[config.mk]
export PLATFORM = sky130hd
export DESIGN_NAME = dual_interval_sleep_scheduler_flat
export DESIGN_NICKNAME = d
export VERILOG_FILES = /design/src/hw/rtl/diss_pkg.sv /design/src/hw/rtl/diss_if.sv /design/src/hw/rtl/dual_interval_sleep_scheduler.sv /design/src/flat_wrapper.sv
export VERILOG_INCLUDE_DIRS = /design/src /design/src/hw/rtl
export SDC_FILE = /design/constraint.sdc
export NUM_CORES = 1
export LEC_CHECK = 0
export BUFFER_PORTS_ARGS = -buffer_cell sky130_fd_sc_hd__buf_2
export CORE_MARGIN = 1
export CORE_UTILIZATION = 58
export CTS_CLUSTER_SIZE = 16
export DETAILED_ROUTE_END_ITERATION = 12
export PLACE_DENSITY_LB_ADDON = 0.25
export SETUP_SLACK_MARGIN = 0.02
export SLEW_MARGIN = 20
export SYNTH_ARGS = -nofsm -noshare
export SYNTH_HDL_FRONTEND = slang
export SYNTH_SLANG_ARGS = --single-unit
[constraint.sdc]
create_clock -name clock -period 9.1 [get_ports clock]
set_input_delay 1.365 -clock clock [delete_from_list [all_inputs] [get_ports clock]]
set_output_delay 1.365 -clock clock [all_outputs]
set_load 0.01 [all_outputs]
[src/hw/rtl/assert_macros.svh]
// Assertion macros for the RTL files.
`ifndef ASSERT_MACROS_SVH
`define ASSERT_MACROS_SVH

`ifndef NO_ASSERTIONS

// Clocked property, disabled while reset is high.
`define ASSERT_CLK_RST(lbl, clk, rst, prop, msg) \
   lbl: assert property (@(posedge clk) disable iff (rst) prop) else $error(msg);

// Clocked property, checked during reset too.
`define ASSERT_CLK(lbl, clk, prop, msg) \
   lbl: assert property (@(posedge clk) prop) else $error(msg);

`else

`define ASSERT_CLK_RST(lbl, clk, rst, prop, msg)
`define ASSERT_CLK(lbl, clk, prop, msg)

`endif

`endif

[src/hw/rtl/diss_pkg.sv]
// Package: field widths, timing constants and register indexes of the sleep scheduler.
package diss_pkg;

   // field widths
   localparam int CFG_W      = 24;
   localparam int CSR_IDX_W  = 2;
   localparam int TOTAL_W    = 24;
   localparam int DAYS_W     = 8;
   localparam int HOURS_W    = 5;
   localparam int MINUTES_W  = 6;
   localparam int SECONDS_W  = 6;

   // timing constants, seconds
   localparam int unsigned FLOOR_S   = 10;
   localparam int unsigned MIN_S     = 15;
   localparam int unsigned MIN_RTC_S = 60;
   localparam int unsigned DAY_S     = 86400;
   localparam int unsigned HOUR_S    = 3600;
   localparam int unsigned MINUTE_S  = 60;

   // day = 2^7 * 675, split for the reciprocal divide
   localparam int unsigned DAY_SHIFT = 7;
   localparam int unsigned DAY_ODD   = DAY_S >> DAY_SHIFT;

   // hour = 2^4 * 225; hour and minute reciprocals rounded up, exact over their ranges
   localparam int unsigned HOUR_SHIFT     = 4;
   localparam int unsigned HOUR_ODD       = HOUR_S >> HOUR_SHIFT;
   localparam int unsigned HOUR_RCP_SHIFT = 20;
   localparam int unsigned MIN_RCP_SHIFT  = 17;

   localparam int unsigned HOURS_PER_DAY   = DAY_S / HOUR_S;
   localparam int unsigned MINUTES_PER_HOUR = HOUR_S / MINUTE_S;

   // remainder widths: seconds within a day, within an hour
   localparam int DAY_REM_W  = 17;
   localparam int HOUR_REM_W = 12;

   typedef enum logic [CSR_IDX_W-1:0] {
      CSR_HEARTBEAT_INTERVAL = 2'd0,
      CSR_WORK_INTERVAL      = 2'd1,
      CSR_RTC_PRESENT        = 2'd2
   } csr_index_type;

endpackage

[src/hw/rtl/diss_if.sv]
// Channel interfaces: request, response and register write.
interface diss_req_if;
   logic valid;
   logic ready;
   logic restart;

   modport source (output valid, output restart, input ready);
   modport sink   (input valid, input restart, output ready);
endinterface

interface diss_rsp_if;
   import diss_pkg::*;
   logic                 valid;
   logic                 ready;
   logic [TOTAL_W-1:0]   wait_total;
   logic [DAYS_W-1:0]    wait_days;
   logic [HOURS_W-1:0]   wait_hours;
   logic [MINUTES_W-1:0] wait_minutes;
   logic [SECONDS_W-1:0] wait_seconds;
   logic                 heartbeat_due;

   modport source (output valid, output wait_total, output wait_days, output wait_hours,
                   output wait_minutes, output wait_seconds, output heartbeat_due,
                   input ready);
   modport sink   (input valid, input wait_total, input wait_days, input wait_hours,
                   input wait_minutes, input wait_seconds, input heartbeat_due,
                   output ready);
endinterface

interface diss_csr_if;
   import diss_pkg::*;
   logic                 valid;
   logic                 ready;
   logic [CSR_IDX_W-1:0] index;
   logic [CFG_W-1:0]     data;

   modport source (output valid, output index, output data, input ready);
   modport sink   (input valid, input index, input data, output ready);
endinterface

[src/hw/rtl/dual_interval_sleep_scheduler.sv]
// Top level of the dual interval sleep scheduler: countdown update and wait breakdown pipeline.
//
//   channel  dir  handshake       payload
//   req_if   in   valid/ready     restart
//   rsp_if   out  valid/ready     wait_total, wait_days/hours/minutes/seconds, heartbeat_due
//   csr_if   in   valid/ready     index (register), data
//
// One request per cycle while the response side is ready; each request gives one response
// after passing stages s1 to s5. The rate is set by the countdown update,
// which reads and writes both timers in the cycle of the request transfer.
// Reset (synchronous) restores the register defaults, zeroes both timers and empties
// the pipeline. A stalled response holds only the stages behind it: bubbles close up,
// so requests keep transferring until all five stages are full.
`include "assert_macros.svh"

module dual_interval_sleep_scheduler #(
   parameter int TIMER_BITS = 24
) (
   input  logic          clock,
   input  logic          reset,
   diss_req_if.sink      req_if,
   diss_rsp_if.source    rsp_if,
   diss_csr_if.sink      csr_if
);
   import diss_pkg::*;

   // widths derived from the timer size
   localparam int WW  = (TIMER_BITS > CFG_W) ? TIMER_BITS : CFG_W;  // common compare width
   localparam int W7  = TIMER_BITS - DAY_SHIFT;                      // wait >> 7
   localparam int DQW = TIMER_BITS - 16;                             // day quotient
   localparam int PW  = W7 + DQW;                                    // reciprocal product
   localparam int DXW = (DQW > DAYS_W) ? DQW : DAYS_W;
   localparam int HPW = HOUR_RCP_SHIFT + HOURS_W;                    // hour product
   localparam int MPW = MIN_RCP_SHIFT + MINUTES_W;                   // minute product

   localparam logic [WW-1:0]         TMAX_W    = WW'((64'(1) << TIMER_BITS) - 64'(1));
   localparam logic [TIMER_BITS-1:0] FLOOR_T   = TIMER_BITS'(FLOOR_S);
   localparam logic [TIMER_BITS-1:0] DAY_T     = TIMER_BITS'(DAY_S);
   localparam logic [DQW-1:0]        DAY_RECIP = DQW'((64'(1) << W7) / DAY_ODD);
   localparam logic [HPW-1:0]        HOUR_RECIP =
      HPW'((64'(1) << HOUR_RCP_SHIFT) / HOUR_ODD + 64'(1));
   localparam logic [MPW-1:0]        MIN_RECIP  =
      MPW'((64'(1) << MIN_RCP_SHIFT) / MINUTE_S + 64'(1));

   // ---------------------------------------------------------------
   // configuration registers; writes always taken
   // ---------------------------------------------------------------
   logic [CFG_W-1:0] beat_int_ff;
   logic [CFG_W-1:0] work_int_ff;
   logic             rtc_ff;

   assign csr_if.ready = 1'b1;

   always_ff @(posedge clock) begin
      if (reset) begin
         beat_int_ff <= CFG_W'(900);
         work_int_ff <= CFG_W'(60);
         rtc_ff      <= 1'b0;
      end else if (csr_if.valid) begin
         case (csr_if.index)
            CSR_HEARTBEAT_INTERVAL: beat_int_ff <= csr_if.data;
            CSR_WORK_INTERVAL:      work_int_ff <= csr_if.data;
            CSR_RTC_PRESENT:        rtc_ff      <= csr_if.data[0];
            default: ;  // unmapped index: dropped
         endcase
      end
   end

   // saturate a 24-bit interval into the timer width
   function automatic logic [TIMER_BITS-1:0] sat_timer(input logic [CFG_W-1:0] v);
      logic [WW-1:0] ext;
      logic [WW-1:0] res;
      ext = WW'(v);
      res = (ext > TMAX_W) ? TMAX_W : ext;
      return res[TIMER_BITS-1:0];
   endfunction

   // clamped reload values
   logic [CFG_W-1:0]      beat_min;
   logic [CFG_W-1:0]      beat_lim;
   logic [CFG_W-1:0]      work_lim;
   logic [TIMER_BITS-1:0] beat_reload;
   logic [TIMER_BITS-1:0] work_reload;

   assign beat_min    = rtc_ff ? CFG_W'(MIN_RTC_S) : CFG_W'(MIN_S);
   assign beat_lim    = (beat_int_ff < beat_min) ? beat_min : beat_int_ff;
   assign work_lim    = (work_int_ff < CFG_W'(MIN_S)) ? CFG_W'(MIN_S) : work_int_ff;
   assign beat_reload = sat_timer(beat_lim);
   assign work_reload = sat_timer(work_lim);

   // ---------------------------------------------------------------
   // pipeline handshake: each stage moves when the next has room
   // ---------------------------------------------------------------
   logic s1_vld_ff, s2_vld_ff, s3_vld_ff, s4_vld_ff, s5_vld_ff;
   logic s1_rdy, s2_rdy, s3_rdy, s4_rdy, s5_rdy;
   logic req_fire;

   assign s5_rdy       = !s5_vld_ff || rsp_if.ready;
   assign s4_rdy       = !s4_vld_ff || s5_rdy;
   assign s3_rdy       = !s3_vld_ff || s4_rdy;
   assign s2_rdy       = !s2_vld_ff || s3_rdy;
   assign s1_rdy       = !s1_vld_ff || s2_rdy;
   assign req_if.ready = s1_rdy;
   assign req_fire     = req_if.valid && s1_rdy;

   always_ff @(posedge clock) begin
      if (reset) begin
         s1_vld_ff <= 1'b0;
         s2_vld_ff <= 1'b0;
         s3_vld_ff <= 1'b0;
         s4_vld_ff <= 1'b0;
         s5_vld_ff <= 1'b0;
      end else begin
         if (s1_rdy) s1_vld_ff <= req_if.valid;
         if (s2_rdy) s2_vld_ff <= s1_vld_ff;
         if (s3_rdy) s3_vld_ff <= s2_vld_ff;
         if (s4_rdy) s4_vld_ff <= s3_vld_ff;
         if (s5_rdy) s5_vld_ff <= s4_vld_ff;
      end
   end

   // ---------------------------------------------------------------
   // stage 0: countdown update on the request transfer
   // ---------------------------------------------------------------
   logic [TIMER_BITS-1:0] beat_ff, work_ff;
   logic [TIMER_BITS-1:0] beat_in, work_in;
   logic [TIMER_BITS-1:0] beat_cur, work_cur;
   logic [TIMER_BITS-1:0] wait_raw, larger, diff, shrunk;
   logic [TIMER_BITS-1:0] s1_wait_in;
   logic                  beat_wins;

   always_comb begin
      // restart reloads both timers before the pick
      beat_cur   = req_if.restart ? beat_reload : beat_ff;
      work_cur   = req_if.restart ? work_reload : work_ff;
      beat_wins  = beat_cur < work_cur;  // tie goes to work
      wait_raw   = beat_wins ? beat_cur : work_cur;
      larger     = beat_wins ? work_cur : beat_cur;
      diff       = larger - wait_raw;
      shrunk     = (diff > FLOOR_T) ? diff : FLOOR_T;
      beat_in    = beat_wins ? beat_reload : shrunk;
      work_in    = beat_wins ? shrunk : work_reload;
      s1_wait_in = (wait_raw < FLOOR_T) ? FLOOR_T : wait_raw;
   end

   always_ff @(posedge clock) begin
      if (reset) begin
         beat_ff <= '0;
         work_ff <= '0;
      end else if (req_fire) begin
         beat_ff <= beat_in;
         work_ff <= work_in;
      end
   end

   logic [TIMER_BITS-1:0] s1_wait_ff;
   logic                  s1_beat_ff;

   always_ff @(posedge clock) begin
      if (req_fire) begin
         s1_wait_ff <= s1_wait_in;
         s1_beat_ff <= beat_wins;
      end
   end

   // ---------------------------------------------------------------
   // stage 1 -> 2: day quotient estimate, (wait >> 7) * floor(2^W7 / 675) >> W7
   // estimate is exact or one low
   // ---------------------------------------------------------------
   logic [PW-1:0]         s2_prod;
   logic [DQW-1:0]        s2_qest_in;
   logic [DQW-1:0]        s2_qest_ff;
   logic [TIMER_BITS-1:0] s2_wait_ff;
   logic                  s2_beat_ff;

   assign s2_prod    = PW'(s1_wait_ff[TIMER_BITS-1:DAY_SHIFT]) * PW'(DAY_RECIP);
   assign s2_qest_in = s2_prod[PW-1:W7];

   always_ff @(posedge clock) begin
      if (s2_rdy && s1_vld_ff) begin
         s2_qest_ff <= s2_qest_in;
         s2_wait_ff <= s1_wait_ff;
         s2_beat_ff <= s1_beat_ff;
      end
   end

   // ---------------------------------------------------------------
   // stage 2 -> 3: correct the day quotient, seconds within the day
   // ---------------------------------------------------------------
   logic [TIMER_BITS-1:0] s3_rd_raw;
   logic                  s3_fix;
   logic [DQW-1:0]        s3_days_in;
   logic [DAY_REM_W-1:0]  s3_rd_in;
   logic [WW-1:0]         s3_wait_ext;
   logic [TOTAL_W-1:0]    s3_total_in;

   logic [DQW-1:0]        s3_days_ff;
   logic [DAY_REM_W-1:0]  s3_rd_ff;
   logic [TOTAL_W-1:0]    s3_total_ff;
   logic                  s3_beat_ff;

   always_comb begin
      s3_rd_raw   = s2_wait_ff - TIMER_BITS'(s2_qest_ff) * DAY_T;
      s3_fix      = s3_rd_raw >= DAY_T;
      s3_days_in  = s2_qest_ff + DQW'(s3_fix);
      s3_rd_in    = DAY_REM_W'(s3_fix ? s3_rd_raw - DAY_T : s3_rd_raw);
      s3_wait_ext = WW'(s2_wait_ff);
      s3_total_in = s3_wait_ext[TOTAL_W-1:0];
   end

   always_ff @(posedge clock) begin
      if (s3_rdy && s2_vld_ff) begin
         s3_days_ff  <= s3_days_in;
         s3_rd_ff    <= s3_rd_in;
         s3_total_ff <= s3_total_in;
         s3_beat_ff  <= s2_beat_ff;
      end
   end

   // ---------------------------------------------------------------
   // stage 3 -> 4: hours, (rem >> 4) * ceil(2^20 / 225) >> 20
   // exact for any remainder inside one day
   // ---------------------------------------------------------------
   logic [HPW-1:0]        s4_hprod;
   logic [HOURS_W-1:0]    s4_hours_in;
   logic [HOUR_REM_W-1:0] s4_rh_in;

   logic [DQW-1:0]        s4_days_ff;
   logic [HOURS_W-1:0]    s4_hours_ff;
   logic [HOUR_REM_W-1:0] s4_rh_ff;
   logic [TOTAL_W-1:0]    s4_total_ff;
   logic                  s4_beat_ff;

   always_comb begin
      logic [DAY_REM_W-1:0] h_base;
      s4_hprod    = HPW'(s3_rd_ff[DAY_REM_W-1:HOUR_SHIFT]) * HOUR_RECIP;
      s4_hours_in = s4_hprod[HPW-1:HOUR_RCP_SHIFT];
      h_base      = DAY_REM_W'(s4_hours_in) * DAY_REM_W'(HOUR_S);
      s4_rh_in    = HOUR_REM_W'(s3_rd_ff - h_base);
   end

   always_ff @(posedge clock) begin
      if (s4_rdy && s3_vld_ff) begin
         s4_days_ff  <= s3_days_ff;
         s4_hours_ff <= s4_hours_in;
         s4_rh_ff    <= s4_rh_in;
         s4_total_ff <= s3_total_ff;
         s4_beat_ff  <= s3_beat_ff;
      end
   end

   // ---------------------------------------------------------------
   // stage 4 -> 5: minutes by rem * ceil(2^17 / 60) >> 17, seconds, response register
   // ---------------------------------------------------------------
   logic [MPW-1:0]        s5_mprod;
   logic [MINUTES_W-1:0]  s5_min_in;
   logic [SECONDS_W-1:0]  s5_sec_in;
   logic [DXW-1:0]        s5_days_ext;

   logic [TOTAL_W-1:0]    s5_total_ff;
   logic [DAYS_W-1:0]     s5_days_ff;
   logic [HOURS_W-1:0]    s5_hours_ff;
   logic [MINUTES_W-1:0]  s5_min_ff;
   logic [SECONDS_W-1:0]  s5_sec_ff;
   logic                  s5_beat_ff;

   always_comb begin
      logic [HOUR_REM_W-1:0] m_base;
      s5_mprod    = MPW'(s4_rh_ff) * MIN_RECIP;
      s5_min_in   = s5_mprod[MPW-1:MIN_RCP_SHIFT];
      m_base      = HOUR_REM_W'(s5_min_in) * HOUR_REM_W'(MINUTE_S);
      s5_sec_in   = SECONDS_W'(s4_rh_ff - m_base);
      s5_days_ext = DXW'(s4_days_ff);
   end

   always_ff @(posedge clock) begin
      if (s5_rdy && s4_vld_ff) begin
         s5_total_ff <= s4_total_ff;
         s5_days_ff  <= s5_days_ext[DAYS_W-1:0];
         s5_hours_ff <= s4_hours_ff;
         s5_min_ff   <= s5_min_in;
         s5_sec_ff   <= s5_sec_in;
         s5_beat_ff  <= s4_beat_ff;
      end
   end

   assign rsp_if.valid         = s5_vld_ff;
   assign rsp_if.wait_total    = s5_total_ff;
   assign rsp_if.wait_days     = s5_days_ff;
   assign rsp_if.wait_hours    = s5_hours_ff;
   assign rsp_if.wait_minutes  = s5_min_ff;
   assign rsp_if.wait_seconds  = s5_sec_ff;
   assign rsp_if.heartbeat_due = s5_beat_ff;

   // ---------------------------------------------------------------
   // assertions
   // ---------------------------------------------------------------
   // both timers sit at or above the floor after any request
   `ASSERT_CLK_RST(a_timer_floor, clock, reset, req_fire |=> (beat_ff >= FLOOR_T && work_ff >= FLOOR_T), "timer below floor after request")
   // a blocked first stage keeps its wait
   `ASSERT_CLK_RST(a_s1_hold, clock, reset, (s1_vld_ff && !s2_rdy) |=> (s1_vld_ff && $stable(s1_wait_ff)), "stage 1 lost its item while blocked")
   // day correction leaves a remainder inside one day
   `ASSERT_CLK_RST(a_day_rem, clock, reset, s3_vld_ff |-> (s3_rd_ff < DAY_REM_W'(DAY_S)), "day remainder out of range")
   // clock fields of a response are in range
   `ASSERT_CLK_RST(a_rsp_range, clock, reset, s5_vld_ff |-> (s5_hours_ff < HOURS_W'(HOURS_PER_DAY) && s5_min_ff < MINUTES_W'(MINUTES_PER_HOUR) && s5_sec_ff < SECONDS_W'(MINUTE_S)), "response time fields out of range")

endmodule
[src/flat_wrapper.sv]
// flat-port wrapper written by rule: the top's interface ports become plain ports
module dual_interval_sleep_scheduler_flat import diss_pkg::*;
#(
   parameter int TIMER_BITS = 24
)
  (clock, reset, req_if_valid, req_if_restart, req_if_ready, rsp_if_valid, rsp_if_wait_total, rsp_if_wait_days, rsp_if_wait_hours, rsp_if_wait_minutes, rsp_if_wait_seconds, rsp_if_heartbeat_due, rsp_if_ready, csr_if_valid, csr_if_index, csr_if_data, csr_if_ready);
  diss_req_if req_if_i ();
  diss_rsp_if rsp_if_i ();
  diss_csr_if csr_if_i ();
  input  logic clock;
  input  logic reset;
  input wire logic [$bits(req_if_i.valid)-1:0] req_if_valid;
  input wire logic [$bits(req_if_i.restart)-1:0] req_if_restart;
  output wire logic [$bits(req_if_i.ready)-1:0] req_if_ready;
  output wire logic [$bits(rsp_if_i.valid)-1:0] rsp_if_valid;
  output wire logic [$bits(rsp_if_i.wait_total)-1:0] rsp_if_wait_total;
  output wire logic [$bits(rsp_if_i.wait_days)-1:0] rsp_if_wait_days;
  output wire logic [$bits(rsp_if_i.wait_hours)-1:0] rsp_if_wait_hours;
  output wire logic [$bits(rsp_if_i.wait_minutes)-1:0] rsp_if_wait_minutes;
  output wire logic [$bits(rsp_if_i.wait_seconds)-1:0] rsp_if_wait_seconds;
  output wire logic [$bits(rsp_if_i.heartbeat_due)-1:0] rsp_if_heartbeat_due;
  input wire logic [$bits(rsp_if_i.ready)-1:0] rsp_if_ready;
  input wire logic [$bits(csr_if_i.valid)-1:0] csr_if_valid;
  input wire logic [$bits(csr_if_i.index)-1:0] csr_if_index;
  input wire logic [$bits(csr_if_i.data)-1:0] csr_if_data;
  output wire logic [$bits(csr_if_i.ready)-1:0] csr_if_ready;
  assign req_if_i.valid = req_if_valid;
  assign req_if_i.restart = req_if_restart;
  assign req_if_ready = req_if_i.ready;
  assign rsp_if_valid = rsp_if_i.valid;
  assign rsp_if_wait_total = rsp_if_i.wait_total;
  assign rsp_if_wait_days = rsp_if_i.wait_days;
  assign rsp_if_wait_hours = rsp_if_i.wait_hours;
  assign rsp_if_wait_minutes = rsp_if_i.wait_minutes;
  assign rsp_if_wait_seconds = rsp_if_i.wait_seconds;
  assign rsp_if_heartbeat_due = rsp_if_i.heartbeat_due;
  assign rsp_if_i.ready = rsp_if_ready;
  assign csr_if_i.valid = csr_if_valid;
  assign csr_if_i.index = csr_if_index;
  assign csr_if_i.data = csr_if_data;
  assign csr_if_ready = csr_if_i.ready;
  dual_interval_sleep_scheduler #(.TIMER_BITS(TIMER_BITS)) u_core (.clock(clock), .reset(reset), .req_if(req_if_i), .rsp_if(rsp_if_i), .csr_if(csr_if_i));
endmodule
==> summary.md, run 1 <==
| Metric | Value |
|---|---|
| Register area share after synthesis | 0.376 |
| Status | complete, no violations |
| Layout cells sized above 1 | 0.102 |
| Post-cts sizing count | 0 |
| Top-level I/O count | 85 |
| Endpoints failing setup | 0 |
| First-pass GRT wire length | 76.2 mm |
| Crit path largest cell delay | 0.60 ns |
| Detailed placement HPWL | 36.3 mm |
| Fin cells | 2636 |
| Via-to-Cell Ratio | 5.76 |
| # diodes | 0 |
| Fin. Hold Viols | 0 |
| Number of global-route vias before repair | 15200 |
| Worst Clk Skew | 0.0434 ns |
| Worst-path fanout max | 8 |
| Worst r2r src | u_core.beat_int_ff[17]$_SDFFE_PP0P_ |
| CTS buffer count | 31 |
| Worst hold stages | 0 |
| Post-synth top cells | 336 x ha_1, 240 x nand2_1, 234 x inv_1 |
| Synth area leader | edfxtp_1 |
| CP Buf/Inv Count | 0 |
| CTS tree | built |
| Iter 0 DRT Violations | 703 |
| Finished Core Util | 0.647 |
| Worst slew pin tran | 0.990 ns |
| Drc violations | 0 |
| CTS sink cnt | 297 |
| Crit end category | flop |
| Clk Latency, worst-skew pair | 0.60 ns |
| Final Slew Violations | 0 |
| Synth warn | 0 |
| Register bit count reported by yosys | 297 |
| RR Endpoint | u_core.beat_ff[0]$_SDFFE_PP0P_ |
| CP required | 9.54 ns |
| Setup_tns | 0 ns |
| CP Launch Type | flop |
| RSZ-0062 raised after global routing | false |
| Die Wd | 192 um |
| Post-synth cell types | 84 |
| Largest net degree at the start of global routing | 92 |
| CP Class | flop to flop |
| Post-layout min period | 7.97 ns |
| Mapped Cells | 2090 |
| Total GRT Usage | 0.261 |
| Worst-path clk slew | 0.07 ns |
| Routability cong. | 0.943 |
| Synthesized area | 21000 um^2 |
| Post-DRT Antenna Nets | 0 |
| Starting density of the core | 0.590 |
| CP arrival | 8.41 ns |
| Die height | 192 um |
| Die area | 36900 um^2 |
| Fmax achieved | 126 MHz |
| Routed len/inst | 17.6 um |
| Slew margin rel. | 0.323 |
| Port-buffer cells | 83 |
| Yosys top cell area share | 0.279 |
| Net Count, Synth | 2517 |
| DP Cell Count | 2577 |
| CTS max path bufs | 3 |
| CP Cell Sequence | nor4_1 > nand4_1 > o31a_1 > o31ai_1 > ha_1 > nor2b_1 > o31ai_1 > a21oi_1 > o311a_1 > nor3_1 > a22oi_1 > ha_1 > nor2_1 > o21ai_0 > a32oi_1 > o21ai_1 > or4_1 > and4_1 > or4b_1 > or4_4 > nor3_4 > o21ai_1 |
| Mean Syn Cell Area | 10.0 um^2 |
| Initial antenna violation count | 0 |
| Max-cap violations | 0 |
| CTS hold repair buffers | 0 |
| Core area | 35600 um^2 |
| Setup Buffers After CTS | 0 |
| R2R depth | 22 |
| Synth Flop Type | edfxtp_1 |
| Top post-synthesis cells by area | edfxtp_1 28%, ha_1 20%, dfxtp_1 9.7% |
| Top-count cell post-synth | ha_1 |
| TritonRoute pass-1 iters | 5 |
| EDFF count, synth | 195 |
| Area grow syn2layout | 9.69% |
| Via count | 15200 |
| Core Rows | 69 |
| Dpl cell area | 21800 um^2 |
| Design area | 23000 um^2 |
| Slowest-stage cell, CP | o31ai_1 |
| CTS H-tree lvls | 1 |
| Final nets | 2577 |
| Root Buffer | clkbuf_16 |
| Async SR Flop Fraction | 0 |
| HP Start | u_core.s3_total_ff[7]$_DFFE_PP_ |
| Total wire length | 46.5 mm |
| FF-to-FF setup slack | 1.13 ns |
| Worst path top cell family by delay | simple AND/OR/NAND/NOR gates |
| Final period util | 0.875 |
| HP Class | flop to flop |
| WHS Endpoint | u_core.s4_total_ff[7]$_DFFE_PP_ |
| Gr ovfl total | 0 |
## cell usage in the layout (no fill, tap or decap), types with 7 or more instances in the layout
cell	netlist	layout
ha_1	336	336
nand2_1	240	240
inv_1	234	233
edfxtp_1	195	195
nor2_1	144	144
a21oi_1	137	137
dfxtp_1	102	102
buf_2	6	83
fa_1	59	59
xnor2_1	54	54
o21ai_0	48	48
xor2_1	33	33
a311oi_1	33	33
nand3_1	32	32
a21o_1	31	31
clkbuf_16	0	31
mux2i_1	26	26
mux2_2	22	22
nor4_1	21	21
nor3_1	21	21
buf_4	4	16
nand4_1	14	14
or3_1	14	14
nor2b_1	14	12
o21a_1	11	11
and2_1	11	11
or4_1	10	10
a211oi_1	10	10
a31oi_1	9	9
nand2b_1	9	9
o21ai_1	9	9
and3_1	8	8
o31ai_1	8	8
a21boi_0	10	8
o211ai_1	7	7
bufinv_16	0	7
## logic make-up (layout without fill, tap and decap cells)
kind of cell               after synthesis  after routing  share of synthesized area
adders and majority gates              395            395                      0.257
muxes                                   49             49                     0.0249
and+or+nand+nor                        567            567                      0.125
buffers and inverters                  309            394                     0.0571
xor gates and xnor gates                87             87                     0.0363
AOI/OAI and AO/OA                      385            385                      0.124
other                                    1              1                   0.000179
DFF                                    297            297                      0.376
## registers in the layout, indices dropped and copies added, names as in the netlist, 6 cells and up
name and count:
u_core.s4_rh_ff 8, u_core.s4_days_ff 8, u_core.s3_days_ff 8, u_core.beat_ff 24, u_core.rsp_if.wait_total 22, u_core.s1_wait_ff 24
u_core.rsp_if.wait_minutes 6, u_core.rsp_if.wait_days 8, u_core.s4_total_ff 24, u_core.beat_int_ff 24, u_core.rsp_if.wait_seconds 6, u_core.work_ff 24
u_core.s2_wait_ff 24, u_core.s3_rd_ff 10, u_core.work_int_ff 24, u_core.s2_qest_ff 8, u_core.s3_total_ff 24
## area by class of cell
class | instances | area, um^2
Clock inverter | 26 | 359
Clock buffer | 32 | 779
Multi-Input combinational cell | 1484 | 11900
Inverter | 235 | 882
Timing Repair Buffer | 101 | 583
Tap cell | 461 | 577
Fill cell | 2838 | 12600
Sequential cell | 297 | 7900
## metrics by stage
step | hold WS [ns] | setup slack [ns]
after CTS | 0.411 | 1.09
final | 0.401 | 1.13
after floorplan | 0.400 | 1.53
after global placement | 0.400 | 1.09
after detailed placement | 0.405 | 0.909
after global routing | 0.399 | 0.633
## routing by layer
layer  wire, um  GRT usage  vias up
met2      22600      0.458      369
met3       2000     0.0292      106
li1           -          -     7519
met4       1640      0.102        0
met1      20200      0.327     7183
met5          0          0        -
## how the worst max path moves through the flow
stage | start | endpoint | slack (ns) | cells past startpoint
6_report | u_core.beat_int_ff[17]$_SDFFE_PP0P_ | u_core.beat_ff[0]$_SDFFE_PP0P_ | 1.13 | 22
5_1_grt | u_core.beat_int_ff[17]$_SDFFE_PP0P_ | u_core.beat_ff[0]$_SDFFE_PP0P_ | 0.63 | 22
4_1_cts | u_core.beat_int_ff[17]$_SDFFE_PP0P_ | u_core.beat_ff[0]$_SDFFE_PP0P_ | 1.09 | 20
3_5_place_dp | req_if_restart | u_core.beat_ff[0]$_SDFFE_PP0P_ | 0.91 | 22
3_3_place_gp | req_if_restart | u_core.beat_ff[2]$_SDFFE_PP0P_ | 1.09 | 20
2_1_floorplan | req_if_restart | u_core.beat_ff[0]$_SDFFE_PP0P_ | 1.53 | 24
Power of run 1 is not shown: default switching activity piles up to over one toggle a cycle in this logic, so the estimate is an artifact.
==> run 2: changes to the inputs <==
==> constraint.sdc (replaced) <==
create_clock -name clock -period 9.1 [get_ports clock]
set_input_delay 0.91 -clock clock [delete_from_list [all_inputs] [get_ports clock]]
set_output_delay 0.91 -clock clock [all_outputs]
set_load 0.01 [all_outputs]
==> summary.md, run 2 (same netlist as run 1, synthesis figures left out) <==
| Metric | Value |
|---|---|
| Fmax achieved | 124 MHz (was 126 MHz) |
| Met3 usage | 0.0283 (was 0.0292) |
| Post-layout min period | 8.04 ns (was 7.97 ns) |
| HP Class | flop to flop (unchanged) |
| Largest net degree at the start of global routing | 112 (was 92) |
| Via-to-Cell Ratio | 5.79 (was 5.76) |
| Worst Clk Skew | 0.0353 ns (was 0.0434 ns) |
| Initial antenna violation count | 0 (unchanged) |
| TritonRoute pass-1 iters | 5 (unchanged) |
| Fin cells | 2632 (was 2636) |
| Core Rows | 69 (unchanged) |
| CTS H-tree lvls | 1 (unchanged) |
| Post-cts sizing count | 0 (unchanged) |
| # diodes | 0 (unchanged) |
| GRT busiest layer | met2 (unchanged) |
| Die height | 192 um (unchanged) |
| Drc violations | 0 (unchanged) |
| Number of global-route vias before repair | 15200 (about the same) |
| CTS sink cnt | 297 (unchanged) |
| Grt met2 use | 0.464 (was 0.458) |
| First-pass GRT wire length | 77.0 mm (was 76.2 mm) |
| Max-cap violations | 0 (unchanged) |
| Setup Buffers After CTS | 0 (unchanged) |
| Die Wd | 192 um (unchanged) |
| Status | complete, no violations (unchanged) |
| Worst-path clk slew | 0.06 ns (was 0.07 ns) |
| M1 GR Usage | 0.333 (was 0.327) |
| Dpl cell area | 21800 um^2 (about the same) |
| Worst-path fanout max | 12 (was 8) |
| Endpoints failing setup | 0 (unchanged) |
| Routed len/inst | 18.1 um (was 17.6 um) |
| Top-level I/O count | 85 (unchanged) |
| CP Launch Type | flop (unchanged) |
| Via count | 15200 (about the same) |
| Detailed placement HPWL | 37.0 mm (was 36.3 mm) |
| Worst slew pin tran | 1.00 ns (was 0.990 ns) |
| RSZ-0062 raised after global routing | false (unchanged) |
| Crit end category | flop (unchanged) |
| Iter 0 DRT Violations | 625 (was 703) |
| Finished Core Util | 0.643 (was 0.647) |
| Total wire length | 47.6 mm (was 46.5 mm) |
| Setup_tns | 0 ns (unchanged) |
| DP Cell Count | 2574 (was 2577) |
| Post-DRT Antenna Nets | 0 (unchanged) |
| CP Class | flop to flop (unchanged) |
| Layout cells sized above 1 | 0.0972 (was 0.102) |
| CTS max path bufs | 3 (unchanged) |
| Final period util | 0.884 (was 0.875) |
| CTS hold repair buffers | 0 (unchanged) |
| Final Slew Violations | 0 (unchanged) |
| Clk Latency, worst-skew pair | 0.59 ns (was 0.60 ns) |
| Most common library cell in the layout ignoring fill and taps | ha_1 (unchanged) |
| Starting density of the core | 0.590 (unchanged) |
| Slew margin rel. | 0.329 (was 0.323) |
| CTS tree | built (unchanged) |
| Die area | 36900 um^2 (unchanged) |
| Gr ovfl total | 0 (unchanged) |
| Final nets | 2574 (was 2577) |
| Fin. Hold Viols | 0 (unchanged) |
| Total GRT Usage | 0.265 (was 0.261) |
| Root Buffer | clkbuf_16 (unchanged) |
| Routability cong. | 0.916 (was 0.943) |
| Port-buffer cells | 83 (unchanged) |
| Core area | 35600 um^2 (unchanged) |
| CP arrival | 8.48 ns (was 8.41 ns) |
| CP required | 9.54 ns (about the same) |
| Commonest non-fill, non-tap cells in the layout | 336 x ha_1, 240 x nand2_1, 233 x inv_1, 195 x edfxtp_1, 144 x nor2_1 (unchanged) |
| Design area | 22900 um^2 (was 23000 um^2) |
| CTS buffer count | 31 (unchanged) |
| Area grow syn2layout | 9.04% (was 9.69%) |
run 2: cell count changes in the layout (fill, tap and decap cells not counted), moves of 2 or more:
| cell | previous run | this run |
|---|---|---|
| bufinv_16 | 7 | 4 |
| clkbuf_1 | 1 | 6 |
| inv_8 | 2 | 0 |
| buf_4 | 16 | 12 |
| inv_6 | 5 | 2 |
run 2: cell type report:
cell class,count,area (um^2)
fill,2872,12700
multi-input combinational,1484,11900
sequential,297,7900
inverter,235,882
clock buffer,39,817
tap,461,577
timing repair buffer,98,564
clock inverter,18,204
run 2: metrics by stage:
step	setup WS [ns]	hold WS (ns)
2_1_floorplan	1.99	0.400
3_3_place_gp	1.20	0.400
3_5_place_dp	1.09	0.405
4_1_cts	1.02	0.394
5_1_grt	0.636	0.402
6_report	1.06	0.397
run 2: worst paths after layout:
kind                                          to                           startpoint  depth (start not counted)  slack (ns)
hold / removal       u_core.s3_beat_ff$_DFFE_PP_          u_core.s2_beat_ff$_DFFE_PP_                          0        0.40
setup / recovery  u_core.beat_ff[0]$_SDFFE_PP0P_  u_core.beat_int_ff[17]$_SDFFE_PP0P_                         22        1.06
hold reg to reg      u_core.s3_beat_ff$_DFFE_PP_          u_core.s2_beat_ff$_DFFE_PP_                          0        0.40
setup reg to reg  u_core.beat_ff[0]$_SDFFE_PP0P_  u_core.beat_int_ff[17]$_SDFFE_PP0P_                         22        1.06
run 2: routing by layer:
layer,vias to the layer above,share of wire
met4,0,0.038
met5,-,0
met3,94,0.040
met2,348,0.49
met1,7285,0.43
li1,7521,-
run 2: critical path, cell delays in order, from the launching register on:
cell and delay [ns]:
dfxtp_1 0.33, nor4_1 0.68, nand4_1 0.52, o31a_1 0.44
o31ai_1 0.55, ha_1 0.27, nor2b_1 0.05, o31ai_1 0.20
a21oi_1 0.17, o311a_1 0.56, nor3_1 0.38, a22oi_1 0.12
ha_1 0.29, nor2_1 0.11, o21ai_0 0.09, a32oi_1 0.38
o21ai_1 0.28, or4_1 0.50, and4_1 0.19, or4b_1 0.58
or4_4 0.58, nor3_4 0.45, o21ai_1 0.14
Power of run 2 is left out for the same reason.
==> run 3: changes to the inputs <==
clock period = 8.7 ns   (was 9.1 ns; I/O delays follow)
==> summary.md, run 3 (same netlist as run 1, synthesis figures left out) <==
| Metric | Value |
|---|---|
| Crit end category | flop (unchanged) |
| Total wire length | 47.1 mm (was 47.6 mm) |
| Setup Buffers After CTS | 0 (unchanged) |
| CTS tree | built (unchanged) |
| Commonest non-fill, non-tap cells in the layout | 336 x ha_1, 240 x nand2_1, 233 x inv_1, 195 x edfxtp_1, 144 x nor2_1 (unchanged) |
| CP arrival | 8.37 ns (was 8.48 ns) |
| Drc violations | 0 (unchanged) |
| CTS hold repair buffers | 0 (unchanged) |
| Worst r2r src | u_core.beat_int_ff[17]$_SDFFE_PP0P_ (unchanged) |
| Area grow syn2layout | 9.07% (was 9.04%) |
| Fin. Hold Viols | 0 (unchanged) |
| Routability cong. | 0.951 (was 0.916) |
| Most common library cell in the layout ignoring fill and taps | ha_1 (unchanged) |
| Post-DRT Antenna Nets | 0 (unchanged) |
| Endpoints failing setup | 0 (unchanged) |
| CTS buffer count | 30 (was 31) |
| Die height | 192 um (unchanged) |
| Via-to-Cell Ratio | 5.80 (was 5.79) |
| Starting density of the core | 0.590 (unchanged) |
| Clk Latency, worst-skew pair | 0.59 ns (about the same) |
| Die Wd | 192 um (unchanged) |
| Top-level I/O count | 85 (unchanged) |
| CTS sink cnt | 297 (unchanged) |
| Core Rows | 69 (unchanged) |
| Detailed placement HPWL | 36.1 mm (was 37.0 mm) |
| Worst-path fanout max | 12 (unchanged) |
| Worst Clk Skew | 0.0313 ns (was 0.0353 ns) |
| Gr ovfl total | 0 (unchanged) |
| RSZ-0062 raised after global routing | false (unchanged) |
| Die area | 36900 um^2 (unchanged) |
| Slew margin rel. | 0.269 (was 0.329) |
| Setup_tns | 0 ns (unchanged) |
| Iter 0 DRT Violations | 706 (was 625) |
| Worst slew pin tran | 1.09 ns (was 1.00 ns) |
| CP required | 9.13 ns (was 9.54 ns) |
| CP Launch Type | flop (unchanged) |
| Worst-path clk slew | 0.06 ns (about the same) |
| TritonRoute pass-1 iters | 5 (unchanged) |
| Final period util | 0.912 (was 0.884) |
| # diodes | 0 (unchanged) |
| CP Class | flop to flop (unchanged) |
| First-pass GRT wire length | 76.3 mm (was 77.0 mm) |
| HP Class | flop to flop (unchanged) |
| Total GRT Usage | 0.262 (was 0.265) |
| Status | complete, no violations (unchanged) |
| CTS H-tree lvls | 1 (unchanged) |
| Port-buffer cells | 83 (unchanged) |
| Final nets | 2578 (was 2574) |
| Post-cts sizing count | 0 (unchanged) |
| Routed len/inst | 17.9 um (was 18.1 um) |
| Fmax achieved | 126 MHz (was 124 MHz) |
| Largest net degree at the start of global routing | 112 (unchanged) |
| Initial antenna violation count | 0 (unchanged) |
| Final Slew Violations | 0 (unchanged) |
| Setup crit start | u_core.beat_int_ff[17]$_SDFFE_PP0P_ (unchanged) |
| Root Buffer | clkbuf_16 (unchanged) |
| Core area | 35600 um^2 (unchanged) |
| CTS max path bufs | 3 (unchanged) |
| Post-layout min period | 7.94 ns (was 8.04 ns) |
| Max-cap violations | 0 (unchanged) |
| Number of global-route vias before repair | 15100 (was 15200) |
| Layout cells sized above 1 | 0.0993 (was 0.0972) |
| Via count | 15300 (was 15200) |
| HP Start | u_core.s4_total_ff[7]$_DFFE_PP_ (was u_core.s2_beat_ff$_DFFE_PP_) |
-- run 3: changes by cell type in the layout (fill, tap and decap cells not counted), moves of 2 or more --
cell | before | now
buf_4 | 12 | 18
bufinv_16 | 4 | 2
clkbuf_8 | 1 | 3
clkinv_1 | 4 | 2
-- run 3: metrics by stage --
stage | hold slack, ns | worst slack [ns] | std cells | cell area [um^2] | utilization
2_1_floorplan | 0.400 | 1.63 | 2090 | 21000 | -
3_3_place_gp | 0.400 | 1.01 | 2580 | 21900 | 0.615
3_5_place_dp | 0.405 | 0.872 | 2580 | 21900 | 0.615
4_1_cts | 0.407 | 0.827 | 2636 | 22900 | 0.643
5_1_grt | 0.413 | 0.417 | 2636 | 22900 | 0.643
6_report | 0.406 | 0.764 | 2636 | 22900 | 0.643
-- run 3: final timing paths --
path	slack, ns	end	cells after the start
worst min-delay path	0.41	u_core.rsp_if.wait_total[7]$_DFFE_PP_	0
worst max-delay path	0.76	u_core.work_ff[2]$_SDFFE_PP0P_	23
worst min register to register	0.41	u_core.rsp_if.wait_total[7]$_DFFE_PP_	0
worst max register to register	0.76	u_core.work_ff[2]$_SDFFE_PP0P_	23
-- run 3: critical path, stage by stage (launching register included) --
cell     delay, ns
dfxtp_1       0.34
nor4_1        0.90
and4_1        0.41
nand4_1       0.15
a31oi_1       0.55
ha_1          0.33
nor2b_1       0.13
o31ai_1       0.27
a21oi_1       0.18
o311a_1       0.57
nor3_1        0.39
a22oi_1       0.13
ha_1          0.27
nor2_1        0.11
o21ai_0       0.10
a32oi_1       0.24
buf_4         0.17
o21ai_1       0.17
or4_1         0.49
and4_1        0.21
or4b_1        0.53
or4_4         0.56
nor3_4        0.45
o21ai_1       0.14
-- run 3: cell type report --
cell class | count | area [um^2]
fillers | 2888 | 12700
multi-input cells | 1484 | 11900
flip-flops and latches | 297 | 7900
inverters | 235 | 882
clock buffers | 42 | 868
repair buffers | 103 | 582
well taps | 461 | 577
clock inverters | 14 | 141
-- run 3: per-layer routing --
layer,wire (um),share of wire,GRT usage,up-vias
li1,-,-,-,7509
met1,20600,0.44,0.335,7333
met2,22800,0.48,0.452,366
met3,2060,0.044,0.0270,91
met4,1710,0.036,0.101,0
met5,0,0,0,-
Power of run 3 is left out for the same reason.
